### src/rtl/core/pta_pkg.sv
// ----------------------------------------------------------------------------
// pta_pkg
// Types, constants and tables shared by the pixel to character ramp mapper.
// ----------------------------------------------------------------------------
`default_nettype none

package pta_pkg;

   localparam int PALETTE_ENTRIES_RAW = 6;
   localparam int PAL_SLOTS  = 16;
   localparam int PALETTE_ENTRIES = (PALETTE_ENTRIES_RAW < 1) ? 1 :
                                    (PALETTE_ENTRIES_RAW > PAL_SLOTS) ? PAL_SLOTS :
                                    PALETTE_ENTRIES_RAW;
   localparam int PAL_IDX_W  = $clog2(PAL_SLOTS);
   localparam int PAL_LEVELS = PAL_IDX_W;
   localparam int DIST_W     = 18;
   localparam int IDX_W      = 7;
   localparam int PIPE_DEPTH = 6;

   localparam logic [DIST_W-1:0] DIST_PAD = {DIST_W{1'b1}};

   localparam logic [1:0] CSR_CHAR_STYLE     = 2'd0;
   localparam logic [1:0] CSR_COLOR_MODE     = 2'd1;
   localparam logic [1:0] CSR_PALETTE_ENABLE = 2'd2;

   typedef enum logic [1:0] {
      STYLE_SIMPLE   = 2'd0,
      STYLE_DETAILED = 2'd1,
      STYLE_BLOCKS   = 2'd2
   } char_style_type;

   typedef struct packed {
      logic [7:0] red;
      logic [7:0] green;
      logic [7:0] blue;
      logic       row_end;
   } req_type;

   typedef struct packed {
      logic [IDX_W-1:0] char_index;
      logic [7:0]       out_red;
      logic [7:0]       out_green;
      logic [7:0]       out_blue;
      logic             line_done;
   } rsp_type;

   typedef struct packed {
      logic [7:0] red;
      logic [7:0] green;
      logic [7:0] blue;
   } color_type;

   typedef struct packed {
      char_style_type char_style;
      logic           color_mode;
      logic           palette_enable;
   } cfg_type;

   function automatic color_type pal_color(input logic [PAL_IDX_W-1:0] idx);
      color_type c;
      unique case (idx)
         4'd0:    c = '{8'd255, 8'd218, 8'd185};
         4'd1:    c = '{8'd255, 8'd192, 8'd203};
         4'd2:    c = '{8'd0,   8'd128, 8'd255};
         4'd3:    c = '{8'd0,   8'd0,   8'd0};
         4'd4:    c = '{8'd255, 8'd215, 8'd0};
         4'd5:    c = '{8'd255, 8'd99,  8'd71};
         default: c = '{8'd0,   8'd0,   8'd0};
      endcase
      return c;
   endfunction

   // Ramp levels minus one.
   function automatic logic [IDX_W-1:0] ramp_top(input char_style_type style);
      logic [IDX_W-1:0] t;
      unique case (style)
         STYLE_SIMPLE:   t = 7'd9;
         STYLE_DETAILED: t = 7'd69;
         STYLE_BLOCKS:   t = 7'd4;
         default:        t = 7'd9;
      endcase
      return t;
   endfunction

   function automatic logic [15:0] sq_diff(input logic [7:0] a, input logic [7:0] b);
      logic [7:0] d;
      d = (a > b) ? (a - b) : (b - a);
      return 16'(d) * 16'(d);
   endfunction

endpackage

`default_nettype wire

### src/rtl/core/pixel_to_ascii_palette_mapper.sv
// ----------------------------------------------------------------------------
// pixel_to_ascii_palette_mapper
// Maps RGB pixels to a character ramp index and a background color.
//
// Requests enter on req_data when start is high and busy is low; busy stays
// low, so one pixel can enter every clock cycle. Each request yields exactly
// one response on rsp_data, marked by rsp_valid for one cycle, in request
// order. The response cannot be held off.
// Latency is set by the nearest-palette path: one stage of squared channel
// differences, one of distance sums and four levels of a registered minimum
// tree over the sixteen palette slots, plus the output register. The luma
// path (products, sum, scale, divide by 255) is padded to the same depth.
// The csr channel (csr_valid, csr_ready, csr_index, csr_wdata) writes the
// ramp style, color mode and palette enable; csr_ready is always high and
// writes to unknown indexes are dropped. Write registers only while no
// request is in flight. Synchronous reset clears the cfg_ff and valid
// registers to zero and drops all in-flight requests.
// ----------------------------------------------------------------------------
`default_nettype none

module pixel_to_ascii_palette_mapper (
   input  wire logic             clock,
   input  wire logic             reset,
   input  wire logic             start,
   output logic                  busy,
   input  wire pta_pkg::req_type req_data,
   output logic                  rsp_valid,
   output pta_pkg::rsp_type      rsp_data,
   input  wire logic             csr_valid,
   output logic                  csr_ready,
   input  wire logic [1:0]       csr_index,
   input  wire logic [1:0]       csr_wdata
);

   typedef struct packed {
      pta_pkg::req_type pix;
      logic             color_mode;
      logic             palette_enable;
   } side_type;

   pta_pkg::cfg_type                cfg_ff;
   pta_pkg::cfg_type                cfg_in;
   logic [pta_pkg::PIPE_DEPTH:1]    valid_ff;
   side_type                        side_ff [pta_pkg::PIPE_DEPTH];
   logic                            rsp_valid_ff;
   pta_pkg::rsp_type                rsp_data_ff;
   pta_pkg::rsp_type                rsp_data_in;
   logic [pta_pkg::IDX_W-1:0]       char_index;
   logic [pta_pkg::PAL_IDX_W-1:0]   best;
   pta_pkg::color_type              pal;
   side_type                        last;
   logic                            accept;

   assign busy      = 1'b0;
   assign csr_ready = 1'b1;
   assign accept    = start && !busy;

   always_comb begin
      cfg_in = cfg_ff;
      if (csr_valid && csr_ready) begin
         unique case (csr_index)
            pta_pkg::CSR_CHAR_STYLE:     cfg_in.char_style = pta_pkg::char_style_type'(csr_wdata);
            pta_pkg::CSR_COLOR_MODE:     cfg_in.color_mode = csr_wdata[0];
            pta_pkg::CSR_PALETTE_ENABLE: cfg_in.palette_enable = csr_wdata[0];
            default:                     cfg_in = cfg_ff;
         endcase
      end
   end

   always_ff @(posedge clock) begin
      if (reset) begin
         cfg_ff       <= '0;
         valid_ff     <= '0;
         rsp_valid_ff <= 1'b0;
      end else begin
         cfg_ff       <= cfg_in;
         valid_ff     <= {valid_ff[pta_pkg::PIPE_DEPTH-1:1], accept};
         rsp_valid_ff <= valid_ff[pta_pkg::PIPE_DEPTH];
      end
   end

   always_ff @(posedge clock) begin
      side_ff[0] <= '{req_data, cfg_ff.color_mode, cfg_ff.palette_enable};
      for (int i = 1; i < pta_pkg::PIPE_DEPTH; i++) begin
         side_ff[i] <= side_ff[i-1];
      end
      rsp_data_ff <= rsp_data_in;
   end

   pta_luma u_luma (
      .clock     (clock),
      .in_pix    (req_data),
      .in_top    (pta_pkg::ramp_top(cfg_ff.char_style)),
      .out_index (char_index)
   );

   pta_palette u_palette (
      .clock    (clock),
      .in_pix   (req_data),
      .out_best (best)
   );

   always_comb begin
      last = side_ff[pta_pkg::PIPE_DEPTH-1];
      pal  = pta_pkg::pal_color(best);
      rsp_data_in.char_index = char_index;
      rsp_data_in.line_done  = last.pix.row_end;
      if (!last.color_mode) begin
         rsp_data_in.out_red   = 8'd0;
         rsp_data_in.out_green = 8'd0;
         rsp_data_in.out_blue  = 8'd0;
      end else if (last.palette_enable) begin
         rsp_data_in.out_red   = pal.red;
         rsp_data_in.out_green = pal.green;
         rsp_data_in.out_blue  = pal.blue;
      end else begin
         rsp_data_in.out_red   = last.pix.red;
         rsp_data_in.out_green = last.pix.green;
         rsp_data_in.out_blue  = last.pix.blue;
      end
   end

   assign rsp_valid = rsp_valid_ff;
   assign rsp_data  = rsp_data_ff;

endmodule

`default_nettype wire

### src/rtl/core/pta_luma.sv
// ----------------------------------------------------------------------------
// pta_luma
// Six-stage luma and character ramp index pipeline.
// ----------------------------------------------------------------------------
`default_nettype none

module pta_luma (
   input  wire logic                      clock,
   input  wire pta_pkg::req_type          in_pix,
   input  wire logic [pta_pkg::IDX_W-1:0] in_top,
   output logic [pta_pkg::IDX_W-1:0]      out_index
);

   logic [20:0]               prod_r_ff;
   logic [21:0]               prod_g_ff;
   logic [18:0]               prod_b_ff;
   logic [pta_pkg::IDX_W-1:0] top1_ff;
   logic [pta_pkg::IDX_W-1:0] top2_ff;
   logic [7:0]                luma_ff;
   logic [14:0]               scaled_ff;
   logic [pta_pkg::IDX_W-1:0] top3_ff;
   logic [pta_pkg::IDX_W-1:0] idx4_ff;
   logic [pta_pkg::IDX_W-1:0] idx5_ff;
   logic [pta_pkg::IDX_W-1:0] idx6_ff;
   logic [22:0]               sum_in;
   logic [15:0]               quot_in;
   logic [pta_pkg::IDX_W-1:0] idx_in;

   always_comb begin
      sum_in  = 23'(prod_r_ff) + 23'(prod_g_ff) + 23'(prod_b_ff) + 23'd8192;
      // divide by 255, exact for the 15-bit dividends of scaled_ff
      quot_in = (16'(scaled_ff) + 16'(scaled_ff >> 8) + 16'd1) >> 8;
      idx_in  = (quot_in > 16'(top3_ff)) ? top3_ff : quot_in[pta_pkg::IDX_W-1:0];
   end

   always_ff @(posedge clock) begin
      prod_r_ff <= 21'(in_pix.red)   * 21'd4899;
      prod_g_ff <= 22'(in_pix.green) * 22'd9617;
      prod_b_ff <= 19'(in_pix.blue)  * 19'd1868;
      top1_ff   <= in_top;
      luma_ff   <= sum_in[21:14];
      top2_ff   <= top1_ff;
      scaled_ff <= 15'(luma_ff) * 15'(top2_ff);
      top3_ff   <= top2_ff;
      idx4_ff   <= idx_in;
      idx5_ff   <= idx4_ff;
      idx6_ff   <= idx5_ff;
   end

   assign out_index = idx6_ff;

endmodule

`default_nettype wire

### src/rtl/core/pta_palette.sv
// ----------------------------------------------------------------------------
// pta_palette
// Nearest palette entry: squared distances, then a registered minimum tree.
// ----------------------------------------------------------------------------
`default_nettype none

module pta_palette (
   input  wire logic                          clock,
   input  wire pta_pkg::req_type              in_pix,
   output logic [pta_pkg::PAL_IDX_W-1:0]      out_best
);

   pta_pkg::color_type pal_tab [pta_pkg::PAL_SLOTS];
   logic [15:0] sq_r_ff [pta_pkg::PAL_SLOTS];
   logic [15:0] sq_g_ff [pta_pkg::PAL_SLOTS];
   logic [15:0] sq_b_ff [pta_pkg::PAL_SLOTS];
   logic [pta_pkg::DIST_W-1:0]    dist_ff [pta_pkg::PAL_LEVELS+1][pta_pkg::PAL_SLOTS];
   logic [pta_pkg::PAL_IDX_W-1:0] idx_ff  [pta_pkg::PAL_LEVELS+1][pta_pkg::PAL_SLOTS];

   always_comb begin
      for (int i = 0; i < pta_pkg::PAL_SLOTS; i++) begin
         pal_tab[i] = pta_pkg::pal_color(pta_pkg::PAL_IDX_W'(i));
      end
   end

   always_ff @(posedge clock) begin
      for (int i = 0; i < pta_pkg::PAL_SLOTS; i++) begin
         sq_r_ff[i] <= pta_pkg::sq_diff(in_pix.red,   pal_tab[i].red);
         sq_g_ff[i] <= pta_pkg::sq_diff(in_pix.green, pal_tab[i].green);
         sq_b_ff[i] <= pta_pkg::sq_diff(in_pix.blue,  pal_tab[i].blue);
      end
   end

   // Level zero: full distances, unused slots padded so they never win.
   always_ff @(posedge clock) begin
      for (int i = 0; i < pta_pkg::PAL_SLOTS; i++) begin
         if (i < pta_pkg::PALETTE_ENTRIES) begin
            dist_ff[0][i] <= pta_pkg::DIST_W'(sq_r_ff[i]) + pta_pkg::DIST_W'(sq_g_ff[i]) +
                             pta_pkg::DIST_W'(sq_b_ff[i]);
         end else begin
            dist_ff[0][i] <= pta_pkg::DIST_PAD;
         end
         idx_ff[0][i] <= pta_pkg::PAL_IDX_W'(i);
      end
   end

   // Lower index keeps ties.
   always_ff @(posedge clock) begin
      for (int l = 1; l <= pta_pkg::PAL_LEVELS; l++) begin
         for (int n = 0; n < (pta_pkg::PAL_SLOTS >> l); n++) begin
            if (dist_ff[l-1][2*n+1] < dist_ff[l-1][2*n]) begin
               dist_ff[l][n] <= dist_ff[l-1][2*n+1];
               idx_ff[l][n]  <= idx_ff[l-1][2*n+1];
            end else begin
               dist_ff[l][n] <= dist_ff[l-1][2*n];
               idx_ff[l][n]  <= idx_ff[l-1][2*n];
            end
         end
      end
   end

   assign out_best = idx_ff[pta_pkg::PAL_LEVELS][0];

endmodule

`default_nettype wire

### config.mk
export PLATFORM = sky130hd
export DESIGN_NAME = pixel_to_ascii_palette_mapper
export DESIGN_NICKNAME = d
export VERILOG_FILES = /design/src/rtl/core/pta_pkg.sv /design/src/rtl/core/pixel_to_ascii_palette_mapper.sv /design/src/rtl/core/pta_luma.sv /design/src/rtl/core/pta_palette.sv
export SDC_FILE = /design/constraint.sdc
export NUM_CORES = 2
export LEC_CHECK = 0
export ABC_AREA = 1
export BUFFER_PORTS_ARGS = -buffer_cell sky130_fd_sc_hd__buf_2
export CAP_MARGIN = 0
export CORE_MARGIN = 2
export CORE_UTILIZATION = 45
export CTS_CLUSTER_DIAMETER = 60
export DETAILED_ROUTE_END_ITERATION = 12
export SLEW_MARGIN = 20
export SYNTH_ARGS = -nofsm -noshare
export SYNTH_HDL_FRONTEND = slang
export SYNTH_SLANG_ARGS = --single-unit
### constraint.sdc
create_clock -name clock -period 9.7 [get_ports clock]
set_clock_uncertainty 0.2 [all_clocks]
set_input_delay 1.455 -clock clock [delete_from_list [all_inputs] [get_ports clock]]
set_output_delay 1.455 -clock clock [all_outputs]
set_load 0.005 [all_outputs]
# Word level (Yosys, flattened, before mapping)
# Memories as Yosys holds them, arrays and structs flattened.
# Cells that the tools add are included.
# totals
ff_bits	168
ramBits	1810
out_inout_bits	35
elab_cells	248
memories	6
# mem_list
name	depth	word_bits	rd	rd_clocked_by_memory_dff	write_ports	line	source
u_palette.dist_ff	5	144	4	0	5	pta_palette.sv:17	logic [pta_pkg::DIST_W-1:0] dist_ff [pta_pkg::PAL_LEVELS+1][pta_pkg::PAL_SLOTS];
u_palette.sq_b_ff	16	16	6	0	16	pta_palette.sv:16	logic [15:0] sq_b_ff [pta_pkg::PAL_SLOTS];
u_palette.sq_g_ff	16	16	6	0	16	pta_palette.sv:15	logic [15:0] sq_g_ff [pta_pkg::PAL_SLOTS];
u_palette.sq_r_ff	16	16	6	0	16	pta_palette.sv:14	logic [15:0] sq_r_ff [pta_pkg::PAL_SLOTS];
side_ff	6	27	6	0	6	pixel_to_ascii_palette_mapper.sv:44	side_type side_ff [pta_pkg::PIPE_DEPTH];
u_palette.idx_ff	5	32	5	0	5	pta_palette.sv:18	logic [pta_pkg::PAL_IDX_W-1:0] idx_ff [pta_pkg::PAL_LEVELS+1][pta_pkg::PAL_SLOTS];
# op_classes
addsub	40
n_mul	17
magnitude_cmp	29
eq_ne	8
mux	92
bitwise	30
n_reduce_logical	5
# ops
op	count
$mux 18	15
$mul 8x8->16	13
$lt 18x18->1	11
$pmux 24 s5	1
$add 18x16->18	6
$mux 8	13
$add 16x16->17	6
$lt 18x18->1 const AB	4
$gt 8x8->1 const B	8
$sub 8x8->8 const A	8
$sub 8x8->8 const B	8
$mux 4	15
$mux 1	45
$or 1x1->1	30
$gt 8x1->1 const B	3
$mux 24	1
$sub 1x8->8 const A	3
$add 21x22->22	1
$add 22x14->22 const B	1
$add 22x19->22	1
$mul 8x14->22 const B	1
$mul 8x13->21 const B	1
$mul 8x9->17 const B	1
$add 15x7->16	1
16 further kinds	24

# Longest topological paths before layout
# An unclocked memory read counts as a cell.
# logic_depth
word_depth	5
depth_mapped	33
ltp_nobuf	32

# By module
# From an unflattened synthesis, not the netlist that was laid out.
# hier_totals
hier_cells	6821
area_unflattened_um2	57101.0
# by_module_without_submodules
module	instances	cells_per_inst	area_per_inst_um2	seq_area_each_um2
pta_palette	1	5176	41233.3	7947.6
pta_luma	1	1314	11155.7	2502.4
pixel_to_ascii_palette_mapper	1	331	4712.0	4103.9

# Worst setup path after synthesis
# No wires, ideal clock.
# synth_timing
path_type	input to register
from	in req_data[9] (netlist name)
to	mem u_palette.sq_g_ff[1][15] (netlist: u_palette.sq_g_ff[0][31])
setup_ns	0.072
arrival_time_ns	6.960
slack_ns	2.468
path_stages	30
cell_sequence	buf_2 -> inv_2 -> clkbuf_1 -> clkbuf_1 -> ha_1 -> nand2_1 -> nor2_2 -> nand2_1 -> nand2_2 -> inv_2 -> nand2_1 -> o21ai_1 -> inv_1 -> nor2_1 -> fa_1 -> inv_1 -> fa_1 -> inv_1 -> fa_1 -> inv_1 -> fa_1 -> inv_1 -> ha_1 -> nand2_1 -> nor2_1 -> nand2_1 -> o211ai_1 -> nand3_1 -> o21ai_0 -> xor2_1
# synth_rtl
element	line	source
start: declaration	pixel_to_ascii_palette_mapper.sv:26	input wire pta_pkg::req_type req_data,
end: declaration	pta_palette.sv:15	

==> results by group <==
Synth
  • Top-area cell type share of the netlist area: 25.5%
  • Top-count cell post-synth: inv_1
  • Syn Std Cell Area: 55600 um2
  • Synth unique cells: 60
  • Synth top cells by count: inv_1, nand2_1, ha_1
  • Avg Synthesized Cell Area: 8.49 um2
  • Synthesis warning total: 0
  • Cells after Synth: 6553
  • Post-synth EDFFs: 0
  • Sequential-to-total area share from yosys stat: 25.5%
  • Area leader, netlist: dfxtp_1
  • #FFs+latches synth: 709
  • Asr flop ratio synth: 0%
  • Top_reg_cell synth: dfxtp_1
  • Synth top area cells: dfxtp_1, ha_1, fa_1, inv_1, nand2_1

STA
  • TNS Setup: 0 ps
  • Final setup fails: 0
  • Min cycle time layout: 7410 ps
  • Max-slew violations: 0
  • Hold Fails Final Rpt: 0
  • Worst hold margin: 117 ps
  • Slew HR: 36.8%
  • Tcrit/Tclk final: 76.4%
  • Worst-Margin Slew: 947 ps
  • Maximum clock rate: 0.135 GHz
  • RSZ-0062 raised after global routing: false
  • Final worst slack: 2290 ps

Worst hold path
  • Hold Path Origin: u_palette.dist_ff[1][90]
  • Worst min path class: flop to flop

Detailed routing
  • Vias/cell: 4.98
  • WL final: 137 mm
  • Detailed-router iteration count before antenna repair: 6
  • Residual DRC: 0
  • Initial DRC Count: 2321
  • Vias after detailed routing: 41618
  • Post-route ant nets: 0
  • WL/cell: 16.4 um

Setup path
  • Critical path fanouts, max: 15
  • Startpoint types: input pin
  • Worst Setup End Kind: flop
  • Reg2reg setup slack: 5710 ps
  • Worst Path Class, Setup: input pin to flop
  • CP required: 10050 ps
  • Reg2Reg Launch Point: u_luma.top2_ff[3]
  • Crit path DAT: 7760 ps
  • Critical path origin: req_data[5]

CTS
  • CTS Buffer Depth: 3
  • CTS tree: done
  • Post-CTS Setup Bufs: 0
  • Clock latency on the worst-skew pair: 670 ps
  • TritonCTS Buffers: 87
  • PostCTS Resize Cnt: 0
  • Sink Count: 709
  • Post-cts hold buffer count: 0
  • Worst-path clk slew: 60 ps
  • H-tree depth: 3
  • Root buffer cell: clkbuf_16

Placed design
  • Hpwl dp: 114 mm
  • Post-Place Setup Slack: 1550 ps
  • Placer's final routability congestion estimate: 0.914
  • PortBufs: 65

Floorplan
  • Row count: 128
  • Ports: 68
  • Die width: 356 um
  • DIE AREA: 126000 um2
  • Core area: 122000 um2
  • Initial Util: 45.5%
  • Die H: 356 um

Status
  • Status: finished clean

Final layout
  • Filler instances: 11716
  • Share of post-route cells with drive strength above 1: 4.56%
  • Sequential Area: 14200 um2
  • Syn-to-layout area delta: 9.56%
  • Area occupied by multi-input gates: 36800 um2
  • Nets: 8015
  • Antenna cells: 0
  • Final core utilization: 49.9%

GRT
  • Global-route wire length before repair: 221 mm
  • Vias in the first global route: 41359
  • Largest net degree at the start of global routing: 37
  • Initial antenna violation count: 2
  • Overflow after GRT: 0
  • Aggregate global-route resource usage: 22.1%

Job
  • Max-cap violation count: 0
==> final cells by class <==
| type | instances | area share [%] |
|---|---|---|
| multi-input combinational | 4636 | 60.4 |
| sequential | 709 | 23.3 |
| inverter | 1146 | 7.07 |
| clock buffer | 108 | 3.85 |
| tap | 1625 | 3.34 |
| clock inverter | 53 | 1.36 |
| timing repair buffer | 74 | 0.645 |
==> placed cells by master, fill, tap and decap left out, drive strengths merged, types with 17 or more instances in the layout <==
cell type  Yosys  routed
o21ai        289     289
o21bai        25      25
ha           927     927
xor2         369     369
fa           401     401
buf           21      74
o2111ai       17      17
nand4         46      46
xnor2        110     110
clkbuf        55     108
a21o          34      34
a21boi        26      26
o211ai        17      17
nand3        231     231
a21oi        419     419
inv         1135    1146
nor2         532     532
a31oi         26      26
nor3          39      39
clkinv        11      29
nand2       1032    1032
dfxtp        709     709
==> per-layer routing <==
layer	share of wire (%)	vias up	GRT usage [%]
met4	2.6	0	6.03
met5	0	-	0
met3	4.2	170	2.54
met1	49	19521	31.3
met2	44	809	35.5
li1	-	21118	-
==> worst max-delay path: stages <==
cell	delay, ps
buf_2	320
clkinv_1	540
ha_1	540
nand2_1	130
nand3_2	170
o21ai_0	280
xor2_1	510
inv_1	170
nand2_1	120
fa_1	410
inv_1	120
fa_1	450
fa_1	550
inv_1	50
fa_1	530
inv_1	40
ha_1	330
nand2_1	80
or2_2	290
nand3_1	120
nand3_1	110
o21ai_0	230
inv_1	70
nand4_1	80
nand2_1	50
==> stage by stage <==
stage,cells,area [um2]
3_5_place_dp,8190,57800
4_1_cts,8351,60900
6_report,8351,60900
5_1_grt,8351,60900
3_3_place_gp,8190,57800
2_1_floorplan,6567,55700
==> flip-flops by register name (all words and copies together) (netlist names), 6 cells and up <==
signal             count
rsp_data              32
side_ff              162
u_luma.idx4_ff         7
u_luma.idx5_ff         7
u_luma.luma_ff         8
u_luma.out_index       7
u_luma.prod_b_ff      16
u_luma.prod_g_ff      18
u_luma.prod_r_ff      20
u_luma.scaled_ff      15
u_palette.dist_ff    198
u_palette.idx_ff      12
u_palette.sq_b_ff     72
u_palette.sq_g_ff     83
u_palette.sq_r_ff     29
valid_ff               6
==> cell families (layout without fill, tap and decap cells) <==
logic type	Yosys count	after routing	synth area share, %
and+or+nand+nor	1909	1909	14.0
muxes	2	2	0.0382
other	2	16	0.0135
DFF	709	709	25.5
AOI/OAI and AO/OA	902	902	9.13
buffers and inverters	1222	1381	8.35
xor gates and xnor gates	479	479	7.68
adders and majority gates	1328	1328	35.3
==> worst paths after layout <==
path / to / cells past startpoint
setup / recovery: u_palette.sq_b_ff[0][31] / 25
hold / removal: u_palette.dist_ff[2][108] / 0
setup reg to reg: u_luma.scaled_ff[14] / 16
hold reg to reg: u_palette.dist_ff[2][108] / 0
Power is left out: the tool's default activity adds up to more than one toggle a clock period on the data nets, which glitch-free logic cannot reach.
